`config.mk`:
```
export PLATFORM = sky130hd
export DESIGN_NAME = vhvc_shape
export DESIGN_NICKNAME = d
export VERILOG_FILES = /design/src/rtl/core/vhvc_pkg.sv /design/src/rtl/core/vhvc_mul.sv /design/src/rtl/core/vhvc_shape.sv
export SDC_FILE = /design/constraint.sdc
export NUM_CORES = 2
export LEC_CHECK = 0
export ABC_CLOCK_PERIOD_IN_PS = 19600
export BUFFER_PORTS_ARGS = -buffer_cell sky130_fd_sc_hd__buf_2
export CAP_MARGIN = 10
export CORE_ASPECT_RATIO = 1.75
export CORE_MARGIN = 8
export CORE_UTILIZATION = 60
export CTS_CLUSTER_DIAMETER = 100
export CTS_CLUSTER_SIZE = 14
export DETAILED_ROUTE_END_ITERATION = 7
export PLACE_DENSITY = 0.79
export SLEW_MARGIN = 20
export SYNTH_ARGS = -nofsm -noshare
export SYNTH_HDL_FRONTEND = slang
export SYNTH_SLANG_ARGS = --single-unit
```
`constraint.sdc`:
```
create_clock -name clock -period 19.6 [get_ports clock]
set_input_delay 1.96 -clock clock [delete_from_list [all_inputs] [get_ports clock]]
set_output_delay 1.96 -clock clock [all_outputs]
set_load 0.005 [all_outputs]
```
`src/rtl/core/vhvc_pkg.sv`:
```
package vhvc_pkg;

   localparam int MUL_W      = 32;
   localparam int LANE_W     = 16;
   localparam int HALF_W     = 16;
   localparam int DIFF_W     = 18;
   localparam int MAG_W      = 17;
   localparam int DD_W       = 34;
   localparam int AA_W       = 32;
   localparam int DOT_W      = 35;
   localparam int IDX_W      = 30;
   localparam int CSR_IDX_W  = 3;
   localparam int CSR_DATA_W = 48;

   localparam logic [IDX_W-1:0] IDX_MAX = {IDX_W{1'b1}};

   localparam logic [CSR_IDX_W-1:0] CSR_MIN_CAMS       = 3'd0;
   localparam logic [CSR_IDX_W-1:0] CSR_MASK_THRESHOLD = 3'd1;
   localparam logic [CSR_IDX_W-1:0] CSR_SHAPE_KIND     = 3'd2;
   localparam logic [CSR_IDX_W-1:0] CSR_SHAPE_RELATION = 3'd3;
   localparam logic [CSR_IDX_W-1:0] CSR_SHAPE_CENTER   = 3'd4;
   localparam logic [CSR_IDX_W-1:0] CSR_SHAPE_EXTENT   = 3'd5;
   localparam logic [CSR_IDX_W-1:0] CSR_SHAPE_RADIUS   = 3'd6;

   localparam logic [1:0] SHAPE_NONE     = 2'd0;
   localparam logic [1:0] SHAPE_CYLINDER = 2'd1;
   localparam logic [1:0] SHAPE_SPHERE   = 2'd2;
   localparam logic [1:0] SHAPE_BOX      = 2'd3;

   localparam logic [1:0] REL_INSIDE     = 2'd0;
   localparam logic [1:0] REL_BELOW      = 2'd1;
   localparam logic [1:0] REL_NEXT_BELOW = 2'd2;

   typedef struct packed {
      logic [1:0]            kind;
      logic [1:0]            relation;
      logic [3*LANE_W-1:0]   center;
      logic [3*LANE_W-1:0]   extent;
      logic [LANE_W-1:0]     radius;
   } shape_cfg_type;

   typedef struct packed {
      logic done;
      logic pass;
   } shape_status_type;

   typedef enum logic [2:0] {
      SH_IDLE,
      SH_PREP,
      SH_BOX,
      SH_MUL,
      SH_DONE
   } shape_state_type;

endpackage

```
`src/rtl/core/vhvc_mul.sv`:
```
module vhvc_mul
   import vhvc_pkg::*;
(
   input  logic               clock,
   input  logic [MUL_W-1:0]   mul_a,
   input  logic [MUL_W-1:0]   mul_b,
   output logic [2*MUL_W-1:0] mul_p
);

   logic [2*MUL_W-1:0] prod_ff;

   always_ff @(posedge clock) begin
      prod_ff <= (2*MUL_W)'(mul_a) * (2*MUL_W)'(mul_b);
   end

   assign mul_p = prod_ff;

endmodule

```
`src/rtl/core/vhvc_shape.sv`:
```
module vhvc_shape
   import vhvc_pkg::*;
(
   input  logic               clock,
   input  logic               reset,
   input  logic               start,
   input  logic               take,
   input  shape_cfg_type      cfg,
   input  logic [HALF_W-1:0]  pos_x,
   input  logic [HALF_W-1:0]  pos_y,
   input  logic [HALF_W-1:0]  pos_z,
   output shape_status_type   status
);

   localparam logic [3:0] STEP_DD0   = 4'd0;
   localparam logic [3:0] STEP_DD1   = 4'd1;
   localparam logic [3:0] STEP_DD2   = 4'd2;
   localparam logic [3:0] STEP_RR    = 4'd3;
   localparam logic [3:0] STEP_AA0   = 4'd4;
   localparam logic [3:0] STEP_AA1   = 4'd5;
   localparam logic [3:0] STEP_AA2   = 4'd6;
   localparam logic [3:0] STEP_DOT0  = 4'd7;
   localparam logic [3:0] STEP_DOT1  = 4'd8;
   localparam logic [3:0] STEP_DOT2  = 4'd9;
   localparam logic [3:0] STEP_DDAA  = 4'd10;
   localparam logic [3:0] STEP_R2AA  = 4'd11;
   localparam logic [3:0] STEP_DOTSQ = 4'd12;
   localparam logic [3:0] STEP_LHS   = 4'd13;
   localparam logic [3:0] STEP_CMP   = 4'd14;

   shape_state_type state_ff, state_in;
   logic [3:0]      step_ff, step_in;

   logic [HALF_W-1:0]        pos_ff  [3];
   logic [MAG_W-1:0]         dmag_ff [3];
   logic                     dneg_ff [3];
   logic [MAG_W-1:0]         emag_ff [3];
   logic                     eneg_ff [3];
   logic signed [DIFF_W-1:0] lo_ff   [3];
   logic signed [DIFF_W-1:0] hi_ff   [3];

   logic [DD_W-1:0]          dd_ff;
   logic [AA_W-1:0]          aa_ff;
   logic signed [DOT_W-1:0]  dot_ff;
   logic [AA_W-1:0]          r2_ff;
   logic [AA_W-1:0]          hiaa_ff;
   logic [2*MUL_W-1:0]       ddaa_ff;
   logic [2*MUL_W-1:0]       r2aa_ff;
   logic [2*MUL_W-1:0]       lhs_ff;
   logic [DD_W-1:0]          adot_ff;
   logic                     far_ff;
   logic                     near_ff;
   logic                     pneg_ff;
   logic                     pass_ff;

   logic signed [DIFF_W-1:0] pos_s [3];
   logic signed [DIFF_W-1:0] cen_s [3];
   logic signed [DIFF_W-1:0] ext_s [3];
   logic signed [DIFF_W-1:0] dif_s [3];
   logic                     ge_lo [3];
   logic                     le_hi [3];
   logic                     box_pass;

   logic [MUL_W-1:0]         mul_a, mul_b;
   logic                     mul_neg;
   logic [2*MUL_W-1:0]       prod;
   logic signed [DOT_W-1:0]  prod_s;

   vhvc_mul u_mul (
      .clock (clock),
      .mul_a (mul_a),
      .mul_b (mul_b),
      .mul_p (prod)
   );

   assign prod_s = signed'({1'b0, prod[DOT_W-2:0]});

   always_comb begin
      for (int k = 0; k < 3; k++) begin
         pos_s[k] = signed'(DIFF_W'(pos_ff[k]));
         cen_s[k] = DIFF_W'(signed'(cfg.center[LANE_W*k +: LANE_W]));
         ext_s[k] = DIFF_W'(signed'(cfg.extent[LANE_W*k +: LANE_W]));
         dif_s[k] = pos_s[k] - cen_s[k];
         ge_lo[k] = pos_s[k] >= lo_ff[k];
         le_hi[k] = pos_s[k] <= hi_ff[k];
      end
   end

   always_comb begin
      case (cfg.relation)
         REL_INSIDE: begin
            box_pass = ge_lo[0] && ge_lo[1] && ge_lo[2] &&
                       le_hi[0] && le_hi[1] && le_hi[2];
         end
         REL_BELOW: begin
            box_pass = ge_lo[0] && !ge_lo[1] && ge_lo[2] && le_hi[0] && le_hi[2];
         end
         REL_NEXT_BELOW: begin
            box_pass = !ge_lo[1] ||
                       (le_hi[1] && (!ge_lo[0] || !le_hi[0] || !ge_lo[2] || !le_hi[2]));
         end
         default: begin
            box_pass = 1'b1;
         end
      endcase
   end

   // operand select for the shared multiplier
   always_comb begin
      mul_a   = '0;
      mul_b   = '0;
      mul_neg = 1'b0;
      if (state_ff == SH_MUL) begin
         case (step_ff)
            STEP_DD0, STEP_DD1, STEP_DD2: begin
               mul_a = MUL_W'(dmag_ff[step_ff[1:0]]);
               mul_b = MUL_W'(dmag_ff[step_ff[1:0]]);
            end
            STEP_RR: begin
               mul_a = MUL_W'(cfg.radius);
               mul_b = MUL_W'(cfg.radius);
            end
            STEP_AA0: begin
               mul_a = MUL_W'(emag_ff[0]);
               mul_b = MUL_W'(emag_ff[0]);
            end
            STEP_AA1: begin
               mul_a = MUL_W'(emag_ff[1]);
               mul_b = MUL_W'(emag_ff[1]);
            end
            STEP_AA2: begin
               mul_a = MUL_W'(emag_ff[2]);
               mul_b = MUL_W'(emag_ff[2]);
            end
            STEP_DOT0: begin
               mul_a   = MUL_W'(dmag_ff[0]);
               mul_b   = MUL_W'(emag_ff[0]);
               mul_neg = dneg_ff[0] ^ eneg_ff[0];
            end
            STEP_DOT1: begin
               mul_a   = MUL_W'(dmag_ff[1]);
               mul_b   = MUL_W'(emag_ff[1]);
               mul_neg = dneg_ff[1] ^ eneg_ff[1];
            end
            STEP_DOT2: begin
               mul_a   = MUL_W'(dmag_ff[2]);
               mul_b   = MUL_W'(emag_ff[2]);
               mul_neg = dneg_ff[2] ^ eneg_ff[2];
            end
            STEP_DDAA: begin
               mul_a = dd_ff[MUL_W-1:0];
               mul_b = aa_ff;
            end
            STEP_R2AA: begin
               mul_a = r2_ff;
               mul_b = aa_ff;
            end
            STEP_DOTSQ: begin
               mul_a = adot_ff[MUL_W-1:0];
               mul_b = adot_ff[MUL_W-1:0];
            end
            default: begin
               mul_a = '0;
               mul_b = '0;
            end
         endcase
      end
   end

   always_comb begin
      state_in = state_ff;
      step_in  = '0;
      case (state_ff)
         SH_IDLE: begin
            if (start) begin
               state_in = SH_PREP;
            end
         end
         SH_PREP: begin
            if (cfg.kind == SHAPE_NONE) begin
               state_in = SH_DONE;
            end else if (cfg.kind == SHAPE_BOX) begin
               state_in = SH_BOX;
            end else if (cfg.relation != REL_INSIDE) begin
               state_in = SH_DONE;
            end else begin
               state_in = SH_MUL;
            end
         end
         SH_BOX: begin
            state_in = SH_DONE;
         end
         SH_MUL: begin
            if ((cfg.kind == SHAPE_SPHERE && step_ff == STEP_AA0) || step_ff == STEP_CMP) begin
               state_in = SH_DONE;
            end else begin
               step_in = step_ff + 4'd1;
            end
         end
         SH_DONE: begin
            if (take) begin
               state_in = SH_IDLE;
            end
         end
         default: begin
            state_in = SH_IDLE;
         end
      endcase
   end

   always_comb begin
      status.done = (state_ff == SH_DONE);
      status.pass = pass_ff;
   end

   always_ff @(posedge clock) begin
      if (reset) begin
         state_ff <= SH_IDLE;
         step_ff  <= '0;
      end else begin
         state_ff <= state_in;
         step_ff  <= step_in;
      end
   end

   // each step consumes the product issued in the previous step
   always_ff @(posedge clock) begin
      pneg_ff <= mul_neg;
      case (state_ff)
         SH_IDLE: begin
            if (start) begin
               pos_ff[0] <= pos_x;
               pos_ff[1] <= pos_y;
               pos_ff[2] <= pos_z;
            end
         end
         SH_PREP: begin
            pass_ff <= 1'b1;
            for (int k = 0; k < 3; k++) begin
               dneg_ff[k] <= dif_s[k][DIFF_W-1];
               dmag_ff[k] <= dif_s[k][DIFF_W-1] ? MAG_W'(-dif_s[k]) : MAG_W'(dif_s[k]);
               eneg_ff[k] <= ext_s[k][DIFF_W-1];
               emag_ff[k] <= ext_s[k][DIFF_W-1] ? MAG_W'(-ext_s[k]) : MAG_W'(ext_s[k]);
               lo_ff[k]   <= cen_s[k] - ext_s[k];
               hi_ff[k]   <= cen_s[k] + ext_s[k];
            end
         end
         SH_BOX: begin
            pass_ff <= box_pass;
         end
         SH_MUL: begin
            case (step_ff)
               STEP_DD1: begin
                  dd_ff <= prod[DD_W-1:0];
               end
               STEP_DD2, STEP_RR: begin
                  dd_ff <= dd_ff + prod[DD_W-1:0];
               end
               STEP_AA0: begin
                  r2_ff   <= prod[AA_W-1:0];
                  pass_ff <= dd_ff <= DD_W'(prod[AA_W-1:0]);
               end
               STEP_AA1: begin
                  aa_ff   <= prod[AA_W-1:0];
                  near_ff <= dd_ff < DD_W'(r2_ff);
               end
               STEP_AA2, STEP_DOT0: begin
                  aa_ff <= aa_ff + prod[AA_W-1:0];
               end
               STEP_DOT1: begin
                  dot_ff  <= pneg_ff ? -prod_s : prod_s;
                  hiaa_ff <= (dd_ff[DD_W-1] ? {aa_ff[AA_W-2:0], 1'b0} : '0) +
                             (dd_ff[DD_W-2] ? aa_ff : '0);
               end
               STEP_DOT2, STEP_DDAA: begin
                  dot_ff <= pneg_ff ? dot_ff - prod_s : dot_ff + prod_s;
               end
               STEP_R2AA: begin
                  ddaa_ff <= prod + {hiaa_ff, {MUL_W{1'b0}}};
                  adot_ff <= dot_ff[DOT_W-1] ? DD_W'(-dot_ff) : DD_W'(dot_ff);
               end
               STEP_DOTSQ: begin
                  r2aa_ff <= prod;
                  far_ff  <= adot_ff > DD_W'(aa_ff);
               end
               STEP_LHS: begin
                  lhs_ff <= ddaa_ff - prod;
               end
               STEP_CMP: begin
                  pass_ff <= (aa_ff == '0) ? near_ff : (!far_ff && lhs_ff < r2aa_ff);
               end
               default: begin
                  pass_ff <= pass_ff;
               end
            endcase
         end
         default: begin
            pass_ff <= pass_ff;
         end
      endcase
   end

endmodule

```
==> flow_summary_export.csv <==
group,metric,value,unit
setup_path,critPathKind,"reg2reg",
timing,setup_viol,0,
synth,synth_top_area_share,22.9,%
run,cap_violations,0,
clock_tree,numClockSinks,721,
setup_path,path_common_cell,"fa_1",
placement,placed_area,0.0884,mm2
floorplan,core_region_area,0.141,mm2
clock_tree,clockBufferDepth,3,
setup_path,cp-end-kind,"flop",
floorplan,die_area,0.154,mm2
timing,fin_skew,0.0627,ns
synth,synthSimpleGateAreaFrac,13.8,%
setup_path,path_delay_family,"adder cells",
final_layout,nets,11222,
synth,synth_top_area_cell,"edfxtp_1",
timing,final_hold_viol_count,0,
synth,synth_top_family_by_area,"adder cells",
clock_tree,cts_resized,0,
power,pwr-share-clk,24.9,%
setup_path,slowest_stage,"o21ai_1",
timing,finalSetupTns,0,ns
synth,netlist_top_cells_count,"inv_1, fa_1, nor2_1",
global_route,grt_usage,40.5,%
synth,ys_ff_latch,721,
drt,viasPerCell,6.31,
placement,hpwlAfterDp,252,mm
global_route,grt_pass1_vias,74169,
floorplan,rows,182,
placement,gp_congestion,1.07,
power,switching_share,36.6,%
synth,synthArstFlopShare,0,%
power,p_comb_share,35.0,%
floorplan,ios,170,
synth,synth_compound_area_share,12.8,%
outcome,outcome,"complete, no violations",
synth,synthCells,9170,
timing,rsz0062_at_grt,"no",
synth,syn_area_per_cell,9.26,um2
drt,wl_per_cell,28.4,um
synth,synth-seq-area-share,24.6,%
power,p_int,2.97,mW
drt,ant_nets,0,
clock_tree,cts_root_buffer,"clkbuf_16",
clock_tree,cts_inserted_buffers,59,
floorplan,die_h,514,um
drt,wl,317,mm
power,p_per_area,51.9,mW/mm2
min_path,hp-class,"reg2reg",
synth,synth_fa_ha_area_share,34.7,%
power,ir_drop,93.1,uV
placement,portBuffers,169,
synth,ys.flop_type,"edfxtp_1",
clock_tree,holdBufCountCts,0,
power,p_total,4.68,mW
synth,syn-cell-area,0.0849,mm2
power,seqPwrFrac,40.1,%
final_layout,drive_above_1_share,5.65,%
timing,fmax,82.7,MHz
setup_path,critPathMaxFanout,22,
setup_path,arrival,12.72,ns
synth,netlist_top_cells_area,"edfxtp_1, fa_1, ha_1, inv_1, xnor2_1",
drt,drt_iter0_drc,6204,
synth,synthMuxAreaShare,0.318,%
clock_tree,cts_tree,"done",
floorplan,dieWidth,300,um
global_route,grt_max_degree,154,
timing,slew_headroom,19.6,%
drt,firstDrtPassIters,6,
timing,period_needed,12.09,ns
setup_path,max_stage_delay,0.94,ns
timing,maxSlewViolCount,0,
global_route,antenna_found_initial,19,
floorplan,start_util,60.4,%
synth,synth_edf_count,649,
global_route,grt_pass1_wl,461,mm
global_route,gr-total-overflow,0,
drt,drc_errors,0,
clock_tree,clk_pin_slew,0.08,ns
synth,synth_xor_xnor_area_share,5.73,%
timing,tightest_slew,1.21,ns
clock_tree,cts_post_setup_buffers_inserted,0,
clock_tree,cts-htree-levels,2,
setup_path,worstSetupStartpointType,"flop",
setup_path,critPathBufInv,7,
synth,yosysMostFrequentCell,"inv_1",
synth,yosysWarningCount,0,
final_layout,area_delta_synth_final,6.13,%
final_layout,final_area,0.0901,mm2
clock_tree,clk_latency,0.72,ns
synth,yosysUniqueCellTypes,97,
power,switchingPower,1.71,mW
power,power.leakage,41.1,nW
setup_path,crit_required,20.23,ns
drt,vias,70304,
timing,period_share,61.7,%
[cells by family after synthesis]
group,after synthesis
xor gates and xnor gates,553
and+or+nand+nor,2587
other,1
buffers and inverters,1804
DFF,721
muxes,27
AOI/OAI and AO/OA,1670
adders and majority gates,1807
[registers in the layout, summed over array words and instances (netlist names)]
register and flops:
dd_ff 34, pos_ff 48, r2_ff 32, r2aa_ff 64, adot_ff 34, state_ff 3
ddaa_ff 64, pass_ff 1, hiaa_ff 32, lo_ff 51, hi_ff 48, near_ff 1
pneg_ff 1, dmag_ff 51, step_ff 4, eneg_ff 3, emag_ff 51, aa_ff 32
far_ff 1, u_mul.mul_p 64, lhs_ff 64, dneg_ff 3, dot_ff 35
[worst paths after layout]
check	startpoint	endpoint	slack [ns]	cells past startpoint
worst min-delay path	dot_ff[0]	adot_ff[0]	0.47	0
worst max register to register	step_ff[0]	u_mul.mul_p[63]	7.51	34
worst max-delay path	step_ff[0]	u_mul.mul_p[63]	7.51	34
worst min register to register	dot_ff[0]	adot_ff[0]	0.47	0
[layer usage]
layer | vias to the layer above | share of wire, % | GRT usage, %
met2 | 3876 | 48 | 68.9
met5 | - | 0.050 | 0.0313
met4 | 24 | 13 | 40.8
li1 | 30604 | - | -
met1 | 34130 | 31 | 39.6
met3 | 1670 | 8.3 | 8.74
[power groups by stage]
| stage | Combinational (mW) | Sequential, mW | Clock, mW |
|---|---|---|---|
| floorplan | 1.09 | 1.89 | 0 |
| global placement | 1.55 | 1.90 | 0 |
| detailed placement | 1.59 | 1.91 | 0 |
| CTS | 1.60 | 1.87 | 1.18 |
| global route | 1.77 | 1.88 | 1.22 |
| finish | 1.64 | 1.88 | 1.17 |
[per-stage QoR]
step | utilization [%] | hold WS, ns | std cells | worst slack [ns]
2_1_floorplan | - | 0.429 | 9172 | 3.88
3_3_place_gp | 62.9 | 0.456 | 11026 | 7.91
3_5_place_dp | 62.9 | 0.456 | 11026 | 8.00
4_1_cts | 64.1 | 0.461 | 11129 | 7.94
5_1_grt | 64.1 | 0.476 | 11131 | 7.29
6_report | 64.2 | 0.470 | 11140 | 7.51
[cell usage in the layout (no fill, tap or decap), types with 37 or more instances in the layout]
master     instances
ha_1             895
clkbuf_1          37
nand2_1          879
a22oi_1          100
nor4_1            38
xor2_1           104
nor2_1           896
clkbuf_16         59
inv_1           1483
nand3_1           91
nand2b_1          87
nand4_1           77
edfxtp_1         649
fa_1             911
o21a_1            63
o21bai_1          79
buf_2            169
and2_1           103
a31oi_1           47
a21o_1           190
and3_1            46
nor2b_1           87
buf_4            165
o21ai_0          337
xnor2_1          446
a211oi_1          38
nor3_1            88
a21oi_1          442
dfxtp_1           71
a22o_1            56
o31ai_1           63
[layout make-up]
cell class                      instances  area, um2
Fill cell                           11666      50400
Sequential cell                       721      20900
Clock buffer                           97       1630
Tap cell                             1840       2300
Timing Repair Buffer                  336       2130
Clock inverter                          6       96.3
Multi-Input combinational cell       6647      57500
Inverter                             1483       5570
Antenna cell                           10       25.0
Note: power is estimated with default switching activity, not from simulation.
